==> src/rtl/core/staggered_depth_derivative_assert.svh <==
// ----------------------------------------------------------------------------
// Staggered depth derivative assertion macros
// Shared concurrent assertion forms for the derivative core.
// ----------------------------------------------------------------------------
`ifndef STAGGERED_DEPTH_DERIVATIVE_ASSERT_SVH
`define STAGGERED_DEPTH_DERIVATIVE_ASSERT_SVH

// Condition must hold at every edge outside reset.
`define SDD_ASSERT_ALWAYS(label, clk, rst, cond, msg) \
   label: assert property (@(posedge clk) disable iff (rst) (cond)) else $error(msg);

// Same-cycle implication.
`define SDD_ASSERT_IMPL(label, clk, rst, ante, cons, msg) \
   label: assert property (@(posedge clk) disable iff (rst) (ante) |-> (cons)) else $error(msg);

// Next-cycle implication.
`define SDD_ASSERT_NEXT(label, clk, rst, ante, cons, msg) \
   label: assert property (@(posedge clk) disable iff (rst) (ante) |=> (cons)) else $error(msg);

`endif

==> src/rtl/core/sdd_pkg.sv <==
// ----------------------------------------------------------------------------
// sdd_pkg
// Types and constants shared by the staggered depth derivative core.
// ----------------------------------------------------------------------------
`timescale 1ns / 1ps

package sdd_pkg;

   localparam int SAMPLE_W   = 32;
   localparam int DIFF_W     = 33;
   localparam int X_W        = 39;
   localparam int DERIV_W    = 42;
   localparam int ROW_IDX_W  = 12;
   localparam int CSR_W      = 13;
   localparam int CSR_ADDR_W = 2;
   localparam int RSP_DATA_W = 56;

   localparam int DEF_MAX_COLUMN_LENGTH = 4096;
   localparam int DEF_MAX_COLUMNS       = 4096;
   localparam int MIN_COLUMN_LENGTH     = 4;

   localparam logic [CSR_W-1:0] RST_COLUMN_LENGTH = 13'd4096;
   localparam logic [CSR_W-1:0] RST_COLUMN_COUNT  = 13'd4096;

   // Divide by three, one byte per cell: floor(v / 3) = (v * 683) >> 11 for v < 768
   localparam int DIV_CELLS   = 6;
   localparam int DIV_W       = 8 * DIV_CELLS;
   localparam int DIV_DIGIT_W = 8;
   localparam int DIV_CUR_W   = DIV_DIGIT_W + 2;
   localparam int DIV_PROD_W  = 20;
   localparam int DIV3_RECIP  = 683;
   localparam int DIV3_SHIFT  = 11;

   localparam int QUEUE_DEPTH = 16;
   localparam int QUEUE_PTR_W = $clog2(QUEUE_DEPTH);
   localparam int QUEUE_CNT_W = QUEUE_PTR_W + 1;

   typedef enum logic [CSR_ADDR_W-1:0] {
      CSR_COLUMN_LENGTH   = 2'd0,
      CSR_COLUMN_COUNT    = 2'd1,
      CSR_STAGGER_FORWARD = 2'd2
   } csr_index_type;

   typedef struct packed {
      logic [CSR_W-1:0] column_length;
      logic [CSR_W-1:0] column_count;
      logic             stagger_forward;
   } cfg_type;

   typedef struct packed {
      logic                      int_vld;
      logic                      edge_vld;
      logic                      neg;
      logic signed [DERIV_W-1:0] edge_val;
      logic [ROW_IDX_W-1:0]      int_row;
      logic [ROW_IDX_W-1:0]      edge_row;
      logic                      last_col;
      logic                      last_frame;
   } tag_type;

   typedef struct packed {
      logic signed [DERIV_W-1:0] derivative;
      logic [ROW_IDX_W-1:0]      row_index;
      logic                      last_in_column;
      logic                      last_in_frame;
   } result_type;

endpackage

==> src/rtl/core/sdd_front.sv <==
// ----------------------------------------------------------------------------
// sdd_front
// Sample line, row/column tracking, differences and the 27*d1 - d2 stage.
// ----------------------------------------------------------------------------
`timescale 1ns / 1ps
`include "staggered_depth_derivative_assert.svh"

module sdd_front #(
   parameter int MAX_COLUMN_LENGTH = sdd_pkg::DEF_MAX_COLUMN_LENGTH,
   parameter int MAX_COLUMNS       = sdd_pkg::DEF_MAX_COLUMNS
) (
   input  logic                                clock,
   input  logic                                reset,
   input  sdd_pkg::cfg_type                    cfg,
   input  logic                                fire,
   input  logic signed [sdd_pkg::SAMPLE_W-1:0] sample,
   output logic [1:0]                          n_results,
   output logic                                div_vld,
   output logic [sdd_pkg::DIV_W-1:0]           div_num,
   output sdd_pkg::tag_type                    div_tag
);

   localparam int ROW_W = $clog2(MAX_COLUMN_LENGTH);
   localparam int COL_W = (MAX_COLUMNS > 1) ? $clog2(MAX_COLUMNS) : 1;
   localparam int LEN_W = ($clog2(MAX_COLUMN_LENGTH + 1) > sdd_pkg::CSR_W) ?
                          $clog2(MAX_COLUMN_LENGTH + 1) : sdd_pkg::CSR_W;
   localparam int CNT_W = ($clog2(MAX_COLUMNS + 1) > sdd_pkg::CSR_W) ?
                          $clog2(MAX_COLUMNS + 1) : sdd_pkg::CSR_W;

   logic signed [sdd_pkg::SAMPLE_W-1:0] smp_ff [3];
   logic [ROW_W-1:0] row_ff, row_in;
   logic [COL_W-1:0] col_ff, col_in;

   logic [LEN_W-1:0] len_raw, len_eff;
   logic [CNT_W-1:0] cnt_raw, cnt_eff;
   logic             last_col, col_last, is_r1, is_int;

   logic signed [sdd_pkg::DIFF_W-1:0] d1_ff, d1_in, d2_ff, d2_in, de;
   logic signed [sdd_pkg::X_W-1:0]    x_ff, x_in;
   logic [sdd_pkg::X_W-1:0]           mag;
   logic [sdd_pkg::DIV_W-1:0]         num_ff, num_in;
   sdd_pkg::tag_type                  tag1_ff, tag1_in, tag2_ff, tag3_ff, tag3_in;
   logic                              v1_ff, v2_ff, v3_ff;

   // Clamp the registers to their legal ranges
   always_comb begin
      len_raw = LEN_W'(cfg.column_length);
      cnt_raw = CNT_W'(cfg.column_count);
      if (len_raw < LEN_W'(sdd_pkg::MIN_COLUMN_LENGTH)) begin
         len_eff = LEN_W'(sdd_pkg::MIN_COLUMN_LENGTH);
      end else if (len_raw > LEN_W'(MAX_COLUMN_LENGTH)) begin
         len_eff = LEN_W'(MAX_COLUMN_LENGTH);
      end else begin
         len_eff = len_raw;
      end
      if (cnt_raw == '0) begin
         cnt_eff = CNT_W'(1);
      end else if (cnt_raw > CNT_W'(MAX_COLUMNS)) begin
         cnt_eff = CNT_W'(MAX_COLUMNS);
      end else begin
         cnt_eff = cnt_raw;
      end
   end

   always_comb begin
      last_col  = LEN_W'(row_ff) >= (len_eff - LEN_W'(1));
      col_last  = CNT_W'(col_ff) >= (cnt_eff - CNT_W'(1));
      is_r1     = row_ff == ROW_W'(1);
      is_int    = row_ff >= ROW_W'(3);
      n_results = 2'(is_r1) + 2'(is_int) + 2'(last_col);

      de    = sdd_pkg::DIFF_W'(sample) - sdd_pkg::DIFF_W'(smp_ff[0]);
      d1_in = sdd_pkg::DIFF_W'(smp_ff[0]) - sdd_pkg::DIFF_W'(smp_ff[1]);
      d2_in = sdd_pkg::DIFF_W'(sample) - sdd_pkg::DIFF_W'(smp_ff[2]);

      tag1_in            = '0;
      tag1_in.int_vld    = is_int;
      tag1_in.edge_vld   = is_r1 | last_col;
      tag1_in.edge_val   = {de[sdd_pkg::DIFF_W-1], de, 8'h00};
      tag1_in.int_row    = sdd_pkg::ROW_IDX_W'(ROW_W'(row_ff - ROW_W'(1)
                                                      - ROW_W'(cfg.stagger_forward)));
      tag1_in.edge_row   = is_r1 ?
                           sdd_pkg::ROW_IDX_W'(ROW_W'(ROW_W'(1) - ROW_W'(cfg.stagger_forward))) :
                           sdd_pkg::ROW_IDX_W'(ROW_W'(row_ff - ROW_W'(cfg.stagger_forward)));
      tag1_in.last_col   = last_col;
      tag1_in.last_frame = last_col & col_last;

      if (last_col) begin
         row_in = '0;
         col_in = col_last ? '0 : COL_W'(col_ff + COL_W'(1));
      end else begin
         row_in = ROW_W'(row_ff + ROW_W'(1));
         col_in = col_ff;
      end
   end

   always_comb begin
      x_in = (sdd_pkg::X_W'(d1_ff) * sdd_pkg::X_W'(27)) - sdd_pkg::X_W'(d2_ff);
      mag  = x_ff[sdd_pkg::X_W-1] ? (~x_ff + sdd_pkg::X_W'(1)) : x_ff;
      // 32*|x| + 1 is the rounded dividend; low five bits of 32*|x| are zero
      num_in      = sdd_pkg::DIV_W'({mag, 5'b00001});
      tag3_in     = tag2_ff;
      tag3_in.neg = x_ff[sdd_pkg::X_W-1];
   end

   always_ff @(posedge clock) begin
      if (reset) begin
         row_ff <= '0;
         col_ff <= '0;
         v1_ff  <= 1'b0;
         v2_ff  <= 1'b0;
         v3_ff  <= 1'b0;
      end else begin
         if (fire) begin
            row_ff <= row_in;
            col_ff <= col_in;
         end
         v1_ff <= fire;
         v2_ff <= v1_ff;
         v3_ff <= v2_ff;
      end
   end

   always_ff @(posedge clock) begin
      if (fire) begin
         smp_ff[0] <= sample;
         smp_ff[1] <= smp_ff[0];
         smp_ff[2] <= smp_ff[1];
      end
      d1_ff   <= d1_in;
      d2_ff   <= d2_in;
      tag1_ff <= tag1_in;
      x_ff    <= x_in;
      tag2_ff <= tag1_ff;
      num_ff  <= num_in;
      tag3_ff <= tag3_in;
   end

   assign div_vld = v3_ff;
   assign div_num = num_ff;
   assign div_tag = tag3_ff;

   `SDD_ASSERT_IMPL(a_last_has_interior, clock, reset, fire && last_col, is_int, "column end without interior result")
   `SDD_ASSERT_NEXT(a_row_restart, clock, reset, fire && last_col, row_ff == '0, "row did not restart after column end")

endmodule

==> src/rtl/core/sdd_div_cell.sv <==
// ----------------------------------------------------------------------------
// sdd_div_cell
// One byte of the divide-by-three chain; remainder and payload pass on.
// ----------------------------------------------------------------------------
`timescale 1ns / 1ps
`include "staggered_depth_derivative_assert.svh"

module sdd_div_cell (
   input  logic                      clock,
   input  logic                      reset,
   input  logic                      vld_in,
   input  logic [1:0]                rem_in,
   input  logic [sdd_pkg::DIV_W-1:0] num_in,
   input  logic [sdd_pkg::DIV_W-1:0] quo_in,
   input  sdd_pkg::tag_type          tag_in,
   output logic                      vld_out,
   output logic [1:0]                rem_out,
   output logic [sdd_pkg::DIV_W-1:0] num_out,
   output logic [sdd_pkg::DIV_W-1:0] quo_out,
   output sdd_pkg::tag_type          tag_out
);

   localparam int DW = sdd_pkg::DIV_DIGIT_W;

   logic [sdd_pkg::DIV_CUR_W-1:0]  cur, rem_full;
   logic [sdd_pkg::DIV_PROD_W-1:0] prod;
   logic [DW-1:0]                  qd;

   logic                      vld_ff;
   logic [1:0]                rem_ff, rem_in_next;
   logic [sdd_pkg::DIV_W-1:0] num_ff, num_nx, quo_ff, quo_nx;
   sdd_pkg::tag_type          tag_ff;

   always_comb begin
      cur  = {rem_in, num_in[sdd_pkg::DIV_W-1 -: DW]};
      prod = sdd_pkg::DIV_PROD_W'(cur) * sdd_pkg::DIV_PROD_W'(sdd_pkg::DIV3_RECIP);
      qd   = prod[sdd_pkg::DIV3_SHIFT +: DW];
      rem_full = cur - sdd_pkg::DIV_CUR_W'({qd, 1'b0}) - sdd_pkg::DIV_CUR_W'(qd);
      rem_in_next = rem_full[1:0];
      quo_nx = {quo_in[sdd_pkg::DIV_W-DW-1:0], qd};
      num_nx = {num_in[sdd_pkg::DIV_W-DW-1:0], {DW{1'b0}}};
   end

   always_ff @(posedge clock) begin
      if (reset) begin
         vld_ff <= 1'b0;
      end else begin
         vld_ff <= vld_in;
      end
   end

   always_ff @(posedge clock) begin
      rem_ff <= rem_in_next;
      num_ff <= num_nx;
      quo_ff <= quo_nx;
      tag_ff <= tag_in;
   end

   assign vld_out = vld_ff;
   assign rem_out = rem_ff;
   assign num_out = num_ff;
   assign quo_out = quo_ff;
   assign tag_out = tag_ff;

   `SDD_ASSERT_IMPL(a_rem_range, clock, reset, vld_ff, rem_ff != 2'd3, "divide remainder out of range")

endmodule

==> src/rtl/core/sdd_out_queue.sv <==
// ----------------------------------------------------------------------------
// sdd_out_queue
// Result queue: up to two words in per cycle, one word out.
// ----------------------------------------------------------------------------
`timescale 1ns / 1ps
`include "staggered_depth_derivative_assert.svh"

module sdd_out_queue (
   input  logic                clock,
   input  logic                reset,
   input  logic                push_a,
   input  sdd_pkg::result_type res_a,
   input  logic                push_b,
   input  sdd_pkg::result_type res_b,
   input  logic                pop,
   output logic                not_empty,
   output sdd_pkg::result_type head
);

   localparam int PW = sdd_pkg::QUEUE_PTR_W;
   localparam int CW = sdd_pkg::QUEUE_CNT_W;

   sdd_pkg::result_type mem_ff [sdd_pkg::QUEUE_DEPTH];
   logic [PW-1:0] wp_ff, wp_in, rp_ff, rp_in, wb_idx;
   logic [CW-1:0] cnt_ff, cnt_in;

   always_comb begin
      wb_idx = PW'(wp_ff + PW'(push_a));
      wp_in  = PW'(wp_ff + PW'(push_a) + PW'(push_b));
      rp_in  = PW'(rp_ff + PW'(pop));
      cnt_in = CW'(cnt_ff + CW'(push_a) + CW'(push_b) - CW'(pop));
   end

   always_ff @(posedge clock) begin
      if (reset) begin
         wp_ff  <= '0;
         rp_ff  <= '0;
         cnt_ff <= '0;
      end else begin
         wp_ff  <= wp_in;
         rp_ff  <= rp_in;
         cnt_ff <= cnt_in;
      end
   end

   // Interior word goes ahead of the edge word of the same sample
   always_ff @(posedge clock) begin
      if (push_a) begin
         mem_ff[wp_ff] <= res_a;
      end
      if (push_b) begin
         mem_ff[wb_idx] <= res_b;
      end
   end

   assign not_empty = cnt_ff != '0;
   assign head      = mem_ff[rp_ff];

   `SDD_ASSERT_ALWAYS(a_q_bound, clock, reset, cnt_ff <= CW'(sdd_pkg::QUEUE_DEPTH), "result queue overflow")
   `SDD_ASSERT_IMPL(a_q_pop_ok, clock, reset, pop, cnt_ff != '0, "pop from empty result queue")

endmodule

==> src/rtl/core/staggered_depth_derivative.sv <==
// ----------------------------------------------------------------------------
// staggered_depth_derivative
// Fourth-order staggered-grid depth derivative over column-major samples.
// Throughput: one sample word per cycle while req_tready is high, results drained
// one word per cycle while rsp_tready is high.
// Intake is paced by a 16-word result queue: req_tready drops while results
// accepted but not yet delivered reach 15.
// Reset: synchronous; row/column restart at zero, registers L=4096, C=4096,
// backward stagger.
// ----------------------------------------------------------------------------
`timescale 1ns / 1ps
`include "staggered_depth_derivative_assert.svh"

module staggered_depth_derivative #(
   parameter int MAX_COLUMN_LENGTH = sdd_pkg::DEF_MAX_COLUMN_LENGTH,
   parameter int MAX_COLUMNS       = sdd_pkg::DEF_MAX_COLUMNS
) (
   input  logic                              clock,
   input  logic                              reset,
   // req_tdata: [31:0] sample
   input  logic                              req_tvalid,
   output logic                              req_tready,
   input  logic [sdd_pkg::SAMPLE_W-1:0]      req_tdata,
   // rsp_tdata: [41:0] derivative, [53:42] row_index, [55:54] zero
   output logic                              rsp_tvalid,
   input  logic                              rsp_tready,
   output logic [sdd_pkg::RSP_DATA_W-1:0]    rsp_tdata,
   output logic                              rsp_tlast,   // last_in_column
   output logic                              rsp_tuser,   // last_in_frame
   input  logic                              csr_we,
   input  logic [sdd_pkg::CSR_ADDR_W-1:0]    csr_addr,
   input  logic [sdd_pkg::CSR_W-1:0]         csr_wdata
);

   localparam int NC = sdd_pkg::DIV_CELLS;
   localparam int CW = sdd_pkg::QUEUE_CNT_W;

   sdd_pkg::cfg_type cfg_ff;
   logic [CW-1:0]    pend_ff, pend_in;
   logic             fire, pop;
   logic [1:0]       n_results;

   logic                      cell_vld [NC+1];
   logic [1:0]                cell_rem [NC+1];
   logic [sdd_pkg::DIV_W-1:0] cell_num [NC+1];
   logic [sdd_pkg::DIV_W-1:0] cell_quo [NC+1];
   sdd_pkg::tag_type          cell_tag [NC+1];

   logic signed [sdd_pkg::DERIV_W-1:0] quo_s;
   sdd_pkg::result_type res_a, res_b, head;
   logic push_a, push_b;

   // Configuration writes
   always_ff @(posedge clock) begin
      if (reset) begin
         cfg_ff.column_length   <= sdd_pkg::RST_COLUMN_LENGTH;
         cfg_ff.column_count    <= sdd_pkg::RST_COLUMN_COUNT;
         cfg_ff.stagger_forward <= 1'b0;
      end else if (csr_we) begin
         case (sdd_pkg::csr_index_type'(csr_addr))
            sdd_pkg::CSR_COLUMN_LENGTH: begin
               cfg_ff.column_length <= csr_wdata;
            end
            sdd_pkg::CSR_COLUMN_COUNT: begin
               cfg_ff.column_count <= csr_wdata;
            end
            sdd_pkg::CSR_STAGGER_FORWARD: begin
               cfg_ff.stagger_forward <= csr_wdata[0];
            end
            default: begin
            end
         endcase
      end
   end

   // Hold intake while the queue might not fit two more words
   assign req_tready = pend_ff <= CW'(sdd_pkg::QUEUE_DEPTH - 2);
   assign fire       = req_tvalid & req_tready;
   assign pop        = rsp_tvalid & rsp_tready;

   always_comb begin
      pend_in = CW'(pend_ff + (fire ? CW'(n_results) : CW'(0)) - CW'(pop));
   end

   always_ff @(posedge clock) begin
      if (reset) begin
         pend_ff <= '0;
      end else begin
         pend_ff <= pend_in;
      end
   end

   sdd_front #(
      .MAX_COLUMN_LENGTH (MAX_COLUMN_LENGTH),
      .MAX_COLUMNS       (MAX_COLUMNS)
   ) u_front (
      .clock     (clock),
      .reset     (reset),
      .cfg       (cfg_ff),
      .fire      (fire),
      .sample    ($signed(req_tdata)),
      .n_results (n_results),
      .div_vld   (cell_vld[0]),
      .div_num   (cell_num[0]),
      .div_tag   (cell_tag[0])
   );

   assign cell_rem[0] = 2'd0;
   assign cell_quo[0] = '0;

   for (genvar i = 0; i < NC; i++) begin : g_div
      sdd_div_cell u_cell (
         .clock   (clock),
         .reset   (reset),
         .vld_in  (cell_vld[i]),
         .rem_in  (cell_rem[i]),
         .num_in  (cell_num[i]),
         .quo_in  (cell_quo[i]),
         .tag_in  (cell_tag[i]),
         .vld_out (cell_vld[i+1]),
         .rem_out (cell_rem[i+1]),
         .num_out (cell_num[i+1]),
         .quo_out (cell_quo[i+1]),
         .tag_out (cell_tag[i+1])
      );
   end

   always_comb begin
      quo_s  = $signed(cell_quo[NC][sdd_pkg::DERIV_W-1:0]);
      push_a = cell_vld[NC] & cell_tag[NC].int_vld;
      push_b = cell_vld[NC] & cell_tag[NC].edge_vld;

      res_a.derivative     = cell_tag[NC].neg ? -quo_s : quo_s;
      res_a.row_index      = cell_tag[NC].int_row;
      res_a.last_in_column = 1'b0;
      res_a.last_in_frame  = 1'b0;

      res_b.derivative     = cell_tag[NC].edge_val;
      res_b.row_index      = cell_tag[NC].edge_row;
      res_b.last_in_column = cell_tag[NC].last_col;
      res_b.last_in_frame  = cell_tag[NC].last_frame;
   end

   sdd_out_queue u_queue (
      .clock     (clock),
      .reset     (reset),
      .push_a    (push_a),
      .res_a     (res_a),
      .push_b    (push_b),
      .res_b     (res_b),
      .pop       (pop),
      .not_empty (rsp_tvalid),
      .head      (head)
   );

   assign rsp_tdata = {2'b00, head.row_index, head.derivative};
   assign rsp_tlast = head.last_in_column;
   assign rsp_tuser = head.last_in_frame;

   `SDD_ASSERT_ALWAYS(a_pend_bound, clock, reset, pend_ff <= CW'(sdd_pkg::QUEUE_DEPTH), "pending word count exceeds queue")
   `SDD_ASSERT_IMPL(a_pend_covers_out, clock, reset, rsp_tvalid, pend_ff != '0, "word shown without pending credit")

endmodule

==> config.mk <==
export PLATFORM = sky130hd
export DESIGN_NAME = staggered_depth_derivative
export DESIGN_NICKNAME = d
export VERILOG_FILES = /design/src/rtl/core/sdd_pkg.sv /design/src/rtl/core/sdd_front.sv /design/src/rtl/core/sdd_div_cell.sv /design/src/rtl/core/sdd_out_queue.sv /design/src/rtl/core/staggered_depth_derivative.sv
export VERILOG_INCLUDE_DIRS = /design/src /design/src/rtl/core
export SDC_FILE = /design/constraint.sdc
export NUM_CORES = 2
export LEC_CHECK = 0
export CAP_MARGIN = 30
export CORE_MARGIN = 1.5
export CORE_UTILIZATION = 40
export CTS_CLUSTER_DIAMETER = 200
export CTS_CLUSTER_SIZE = 20
export DETAILED_ROUTE_END_ITERATION = 6
export DONT_BUFFER_PORTS = 1
export PLACE_DENSITY_LB_ADDON = 0.12
export SYNTH_ARGS = -nofsm -noshare
export SYNTH_HDL_FRONTEND = slang
export SYNTH_SLANG_ARGS = --single-unit
==> constraint.sdc <==
create_clock -name clock -period 8.8 [get_ports clock]
set_input_delay 1.32 -clock clock [delete_from_list [all_inputs] [get_ports clock]]
set_output_delay 1.32 -clock clock [all_outputs]
set_load 0.01 [all_outputs]
### Word level (Yosys, flattened, before mapping)

Memory sizes are Yosys's and may differ from the RTL's. A register that Yosys moved wholly into a read port is not among the register bits.
Cells that the tools add are included.

* memories kept: 2
* output and inout port bits: 60
* logic and storage cells: 193
* flip-flop bits (word level): 1015
* bits of input ports: 52
* bits in writable memories: 992

Memories
* u_queue.mem_ff: depth 16, bits a word 56, read ports 1, clocked after memory_dff 1, write ports 2, RTL line sdd_out_queue.sv:23 `sdd_pkg::result_type mem_ff [sdd_pkg::QUEUE_DEPTH];`
* u_front.smp_ff: depth 3, bits a word 32, read ports 3, clocked after memory_dff 0, write ports 3, RTL line sdd_front.sv:30 `logic signed [sdd_pkg::SAMPLE_W-1:0] smp_ff [3];`

* bitwise operators: 7
* reductions and logical operators: 7
* $lt $le $gt $ge: 7
* multiply operators: 7
* add/subtract/negate cells: 34
* equal/unequal tests: 3
* muxes and demuxes: 17

Operators with widths (number)
* 32-bit by 32-bit subtractor with 33-bit output: 3
* 10-bit by 10-bit multiplier with 19-bit output (second input constant): 5
* 13-bit two-way mux: 4
* 42-bit two-way mux: 1
* 42-bit negation: 1
* 39-bit by 2-bit adder with 39-bit output (second input constant): 1
* 33-bit by 6-bit multiplier with 39-bit output (second input constant): 1
* 39-bit inverter: 1
* 39-bit by 33-bit subtractor with 39-bit output: 1
* 38-bit two-way mux: 1
* 12-bit two-way mux: 3
* 12-bit by 13-bit greater-or-equal comparator with 1-bit output: 2
* 13-bit > comparator (second input constant): 2
* 13-bit by 1-bit subtractor with 13-bit output (second input constant): 2
* 12-bit by 1-bit adder with 12-bit output (second input constant): 2
* 12-bit by 1-bit subtractor with 12-bit output: 2
* 2-bit subtractor: 10
* 13-bit zero test: 1
* 13-bit by 3-bit less-than comparator with 1-bit output (second input constant): 1
* 4-bit by 10-bit multiplier with 13-bit output (second input constant): 1
* 4-bit by 1-bit adder with 4-bit output: 3
* 12-bit by 1-bit equality test with 1-bit output (second input constant): 1
* 12-bit by 2-bit greater-or-equal comparator with 1-bit output (second input constant): 1
* 12-bit by 1-bit subtractor with 12-bit output (second input constant): 1
* 17 further kinds: 31

### Longest topological paths before layout

* depth in word-level cells: 9
* gate-level depth with buffers: 29
* gate-level depth less buffers: 28

### Cells and area by module

Synthesis repeated with hierarchy kept, for this count alone.

* cell total of the unflattened synthesis: 7722
* area, all modules: 101184.5 µm²

By module, submodules not included
* sdd_out_queue: area an instance 44565.2 µm², times used 1, cells each 2949
* sdd_front: area an instance 23565.1 µm², times used 1, cells each 2275
* sdd_div_cell (g_div[0].u_cell ...): area an instance 5062.4 µm², times used 4, cells each 357
* sdd_div_cell (g_div[3].u_cell): area an instance 5286.3 µm², times used 1, cells each 390
* sdd_div_cell (g_div[2].u_cell): area an instance 5245.0 µm², times used 1, cells each 387
* staggered_depth_derivative: area an instance 2273.4 µm², times used 1, cells each 293

### Worst setup path before layout

OpenSTA, ideal clock, no wires.

* path type: register to register
* from: register cfg_ff[19] (netlist name)
* to: register pend_ff[4]
* path slack: 3389 ps
* stages on the path, launching flop included: 30
* arrival: 5284 ps
* required time: 8672 ps
* library setup time: 128 ps
* cell sequence: dfxtp_1 -> nor3_1 -> nand2_1 -> or2_2 -> nor3_1 -> nor2_1 -> nand2_1 -> ha_1 -> o21a_1 -> nand3_1 -> o21ai_0 -> a21o_1 -> ha_1 -> a211oi_1 -> a21boi_0 -> a211oi_1 -> a21o_1 -> clkbuf_1 -> fa_1 -> nand2_1 -> ha_1 -> inv_1 -> ha_1 -> inv_1 -> fa_1 -> inv_1 -> a21o_1 -> a21oi_1 -> xor2_1 -> nor2_1

* word-level cells in the longest chain between the ends: 9
* elaborated cells between the ends (all ways): 10

RTL lines
* start: declaration: RTL line staggered_depth_derivative.sv:38 `sdd_pkg::cfg_type cfg_ff;`
* 13-bit > comparator: RTL line sdd_front.sv:51 `end else if (len_raw > LEN_W'(MAX_COLUMN_LENGTH)) begin`
* 13-bit two-way mux: RTL line sdd_front.sv:51
* 13-bit two-way mux *: RTL line sdd_front.sv:49 `if (len_raw < LEN_W'(sdd_pkg::MIN_COLUMN_LENGTH)) begin`
* 13-bit by 1-bit subtractor with 13-bit output *: RTL line sdd_front.sv:66 `last_col = LEN_W'(row_ff) >= (len_eff - LEN_W'(1));`
* 12-bit by 13-bit greater-or-equal comparator with 1-bit output *: RTL line sdd_front.sv:66
* named net u_front.last_col: RTL line sdd_front.sv:36 `logic last_col, col_last, is_r1, is_int;`
* 2-bit by 1-bit adder with 2-bit output *: RTL line sdd_front.sv:70 `n_results = 2'(is_r1) + 2'(is_int) + 2'(last_col);`
* 2-bit two-way mux *: RTL line staggered_depth_derivative.sv:82 `pend_in = CW'(pend_ff + (fire ? CW'(n_results) : CW'(0)) - CW'(pop));`
* 5-bit by 2-bit adder with 5-bit output *: RTL line staggered_depth_derivative.sv:82
* 5-bit by 1-bit subtractor with 5-bit output *: RTL line staggered_depth_derivative.sv:82
* end signal: assignment: RTL line staggered_depth_derivative.sv:89 `pend_ff <= pend_in;`
* end: declaration: RTL line staggered_depth_derivative.sv:39 `logic [CW-1:0] pend_ff, pend_in;`

Mark *: on every way through the listed nets, which the timed path passes. The rest lies on a longest branch.
A chain may end at the register's enable or synchronous reset.

### Final worst setup path

* from: register cfg_ff[19] (netlist name)
* to: register pend_ff[4]

* word-level cells in the longest chain between the ends: 9
* elaborated cells between the ends (all ways): 10

RTL lines (RTL line)
* 13-bit > comparator: sdd_front.sv:51
* 13-bit two-way mux: sdd_front.sv:51
* 13-bit two-way mux *: sdd_front.sv:49
* 13-bit by 1-bit subtractor with 13-bit output *: sdd_front.sv:66
* 12-bit by 13-bit greater-or-equal comparator with 1-bit output *: sdd_front.sv:66
* 2-bit by 1-bit adder with 2-bit output *: sdd_front.sv:70
* 2-bit two-way mux *: staggered_depth_derivative.sv:82
* 5-bit by 2-bit adder with 5-bit output *: staggered_depth_derivative.sv:82
* 5-bit by 1-bit subtractor with 5-bit output *: staggered_depth_derivative.sv:82

Every way passes the cells marked *; elsewhere a longest branch is shown, timed or not.

==> metrics.cfg <==
[clocking]
h-tree-depth=3
clkSinkCount=2007
numCtsBuffers=110
clockBufferDepth=3
post_cts_resize_count=0
hold_buffers=0
clk_pin_slew_ns=0.10
cts_tree=done
insertion_delay_ns=0.81
post-cts-setup-buffer-count=0
cts_root_buf=clkbuf_16

[logic_synthesis]
syn-instance-count=7117
synthArstFlopShare_pct=0
ys_seq_area_share_pct=55.56
synth-seq-cells=2007
synth.avg_cell_area_um2=12.35
synth_top_flop_cell=dfxtp_1
ys_types=81
synth_edf_count=864
synth-warning-count=0
synth_area_um2=87880

[floorplan]
coreArea_um2=217800
fp.dieH_um=471.7
chipWidth_um=471.7
rows=171
io_pins=112
start_util_pct=40.35
die_area_um2=222500

[detailed_routing]
totalWireLength_mm=242.2
ant_nets=0
routedWlPerCell_um=24.62
drtIter0Drc=4577
dr.pass1.iters=5
vias_per_cell=5.498
vias=54090
drcViolationCount=0

[timing]
setup_viol=0
final_max_slew_viol_count=0
slew_headroom_pct=25.05
setup_tns_ns=0
fin_skew_ns=0.07540
rsz0062_at_grt=false
worst_pin_slew_ns=1.124
fin_crit_sh_pct=69.72
finalHoldViolCount=0
period_minus_slack_ns=6.135
fmax_mhz=163.0

[final_layout]
fin_nets=7718
final_cell_mix=1139 x dfxtp_1, 864 x edfxtp_1, 766 x nand2_1
drive_gt1_share_pct=8.968
fillCellCount=19920
area_delta_synth_final_pct=7.352
final_common_cell=dfxtp_1
final_area_um2=94340

[worst_setup_path]
path_delay_family=adder cells
r2r_cells=28
endpoint_kind=register
r2r_setup_slack_ns=2.66
worst-path-buf-inv=3
r2r-start=cfg_ff[19]
crit_path_top_delay_cell=fa_1
worstSetupStartpointType=register
r2r_end=pend_ff[4]
startpoint=cfg_ff[19]
path_max_fanout=17
critPathKind=reg -> reg
critPathRequiredTime_ns=9.45
critical-path-max-stage-delay_ns=0.62
cp.arrival_ns=6.79
crit_top_cell=ha_1

[global_route]
grt_use_met1_pct=29.78
grt_busiest_layer=met2
use_met2_pct=35.12
antenna_found_initial=9
grt_pass1_vias=54780
grt_overflow=0
grt_pass1_wl_mm=360.3
grtUsageMet3_pct=3.366
track_usage_pct=21.56
grt_max_degree=71

[placement]
placed_area_um2=91110
dp_hpwl_mm=150.0
place.gp.congestion=0.8231
port-buffer-count=0

[hold_path]
worstHoldPathType=reg -> reg
hold_start=g_div[4].u_cell.quo_out[0]
min_to=g_div[5].u_cell.quo_out[8]
hold_path_depth=0

[run]
drv_cap=0

[run_status]
outcome=complete, no violations

-- worst reg2reg max path: cells and delay by family, from the launching register on --
family / cells / cell delay, ns
compound gates: 9 / 1.68
xor+xnor: 1 / 0.13
fa+ha+maj: 6 / 1.98
buf+inv: 3 / 0.21
flops: 1 / 0.39
simple gates: 9 / 1.63
-- registers in the layout, indices dropped and copies added (netlist names), 10 cells and up --
signal / flops
u_queue.mem_ff: 896
g_div.u_cell.tag_out: 372
g_div.u_cell.quo_out: 132
u_front.smp_ff: 96
g_div.u_cell.num_out: 95
u_front.div_tag: 62
u_front.tag1_ff: 61
u_front.tag2_ff: 61
u_front.div_num: 39
u_front.x_ff: 39
u_front.d1_ff: 33
u_front.d2_ff: 33
cfg_ff: 27
u_front.col_ff: 12
u_front.row_ff: 12
g_div.u_cell.rem_out: 10
-- how the worst max path moves through the flow --
| stage | endpoint | slack [ns] | depth (start not counted) |
|---|---|---|---|
| 6_report | pend_ff[4] | 2.66 | 28 |
| 5_1_grt | pend_ff[4] | 2.19 | 28 |
| 4_1_cts | pend_ff[4] | 2.62 | 28 |
| 3_5_place_dp | pend_ff[4] | 2.72 | 28 |
| 3_3_place_gp | pend_ff[4] | 2.53 | 28 |
| 2_1_floorplan | pend_ff[4] | 3.39 | 29 |
-- cells in the mapped netlist (all sizes together) (94+ instances only) --
master  number  area [um^2]
mux4       280         6306
a21oi      195        975.9
a22o       304         2663
o21ai      665         3369
nand2      766         2875
buf         94        374.1
edfxtp     864        25940
xor2       110        985.9
nor2       225        844.6
inv        449         1685
xnor2      201         1760
dfxtp     1143        22880
ha         553         6919
fa         197         3944
clkbuf     354         1333
-- final cells by class --
class | instances | area (um^2) | area share (%)
diodes | 4 | 10.01 | 0.01061
clock buffers | 169 | 2974 | 3.153
clock inverters | 7 | 147.6 | 0.1565
inverters | 450 | 1692 | 1.793
multi-input cells | 4213 | 35860 | 38.01
flip-flops and latches | 2007 | 48840 | 51.77
well taps | 2854 | 3571 | 3.785
repair buffers | 134 | 1247 | 1.322
-- per-layer routing --
metal  vias up  routed length, um
li1      24870                  -
met1     27030             106800
met2      1816             112000
met3       376              16640
met4         0               6731
met5         -                  0
-- cells by family after synthesis --
group / Yosys count / share of synthesized area [%]
xor gates and xnor gates: 311 / 3.125
muxes: 285 / 7.233
adders and majority gates: 750 / 12.36
and+or+nand+nor: 1376 / 6.958
buffers and inverters: 898 / 3.864
AOI/OAI and AO/OA: 1489 / 10.89
DFF: 2007 / 55.56
other: 1 / 0.004267
-- per-stage QoR --
step | setup WS, ns | cells | util (%) | hold slack (ns)
final | 2.665 | 9838 | 43.31 | 0.2924
after global routing | 2.187 | 9835 | 43.31 | 0.3107
after CTS | 2.617 | 9828 | 43.26 | 0.2944
after detailed placement | 2.724 | 9652 | 41.83 | 0.3121
after global placement | 2.529 | 9622 | 41.65 | 0.3098
after floorplan | 3.389 | 7118 | - | 0.3096
Power is left out: the tool's default activity adds up to more than one toggle a clock period on the data nets, which glitch-free logic cannot reach.
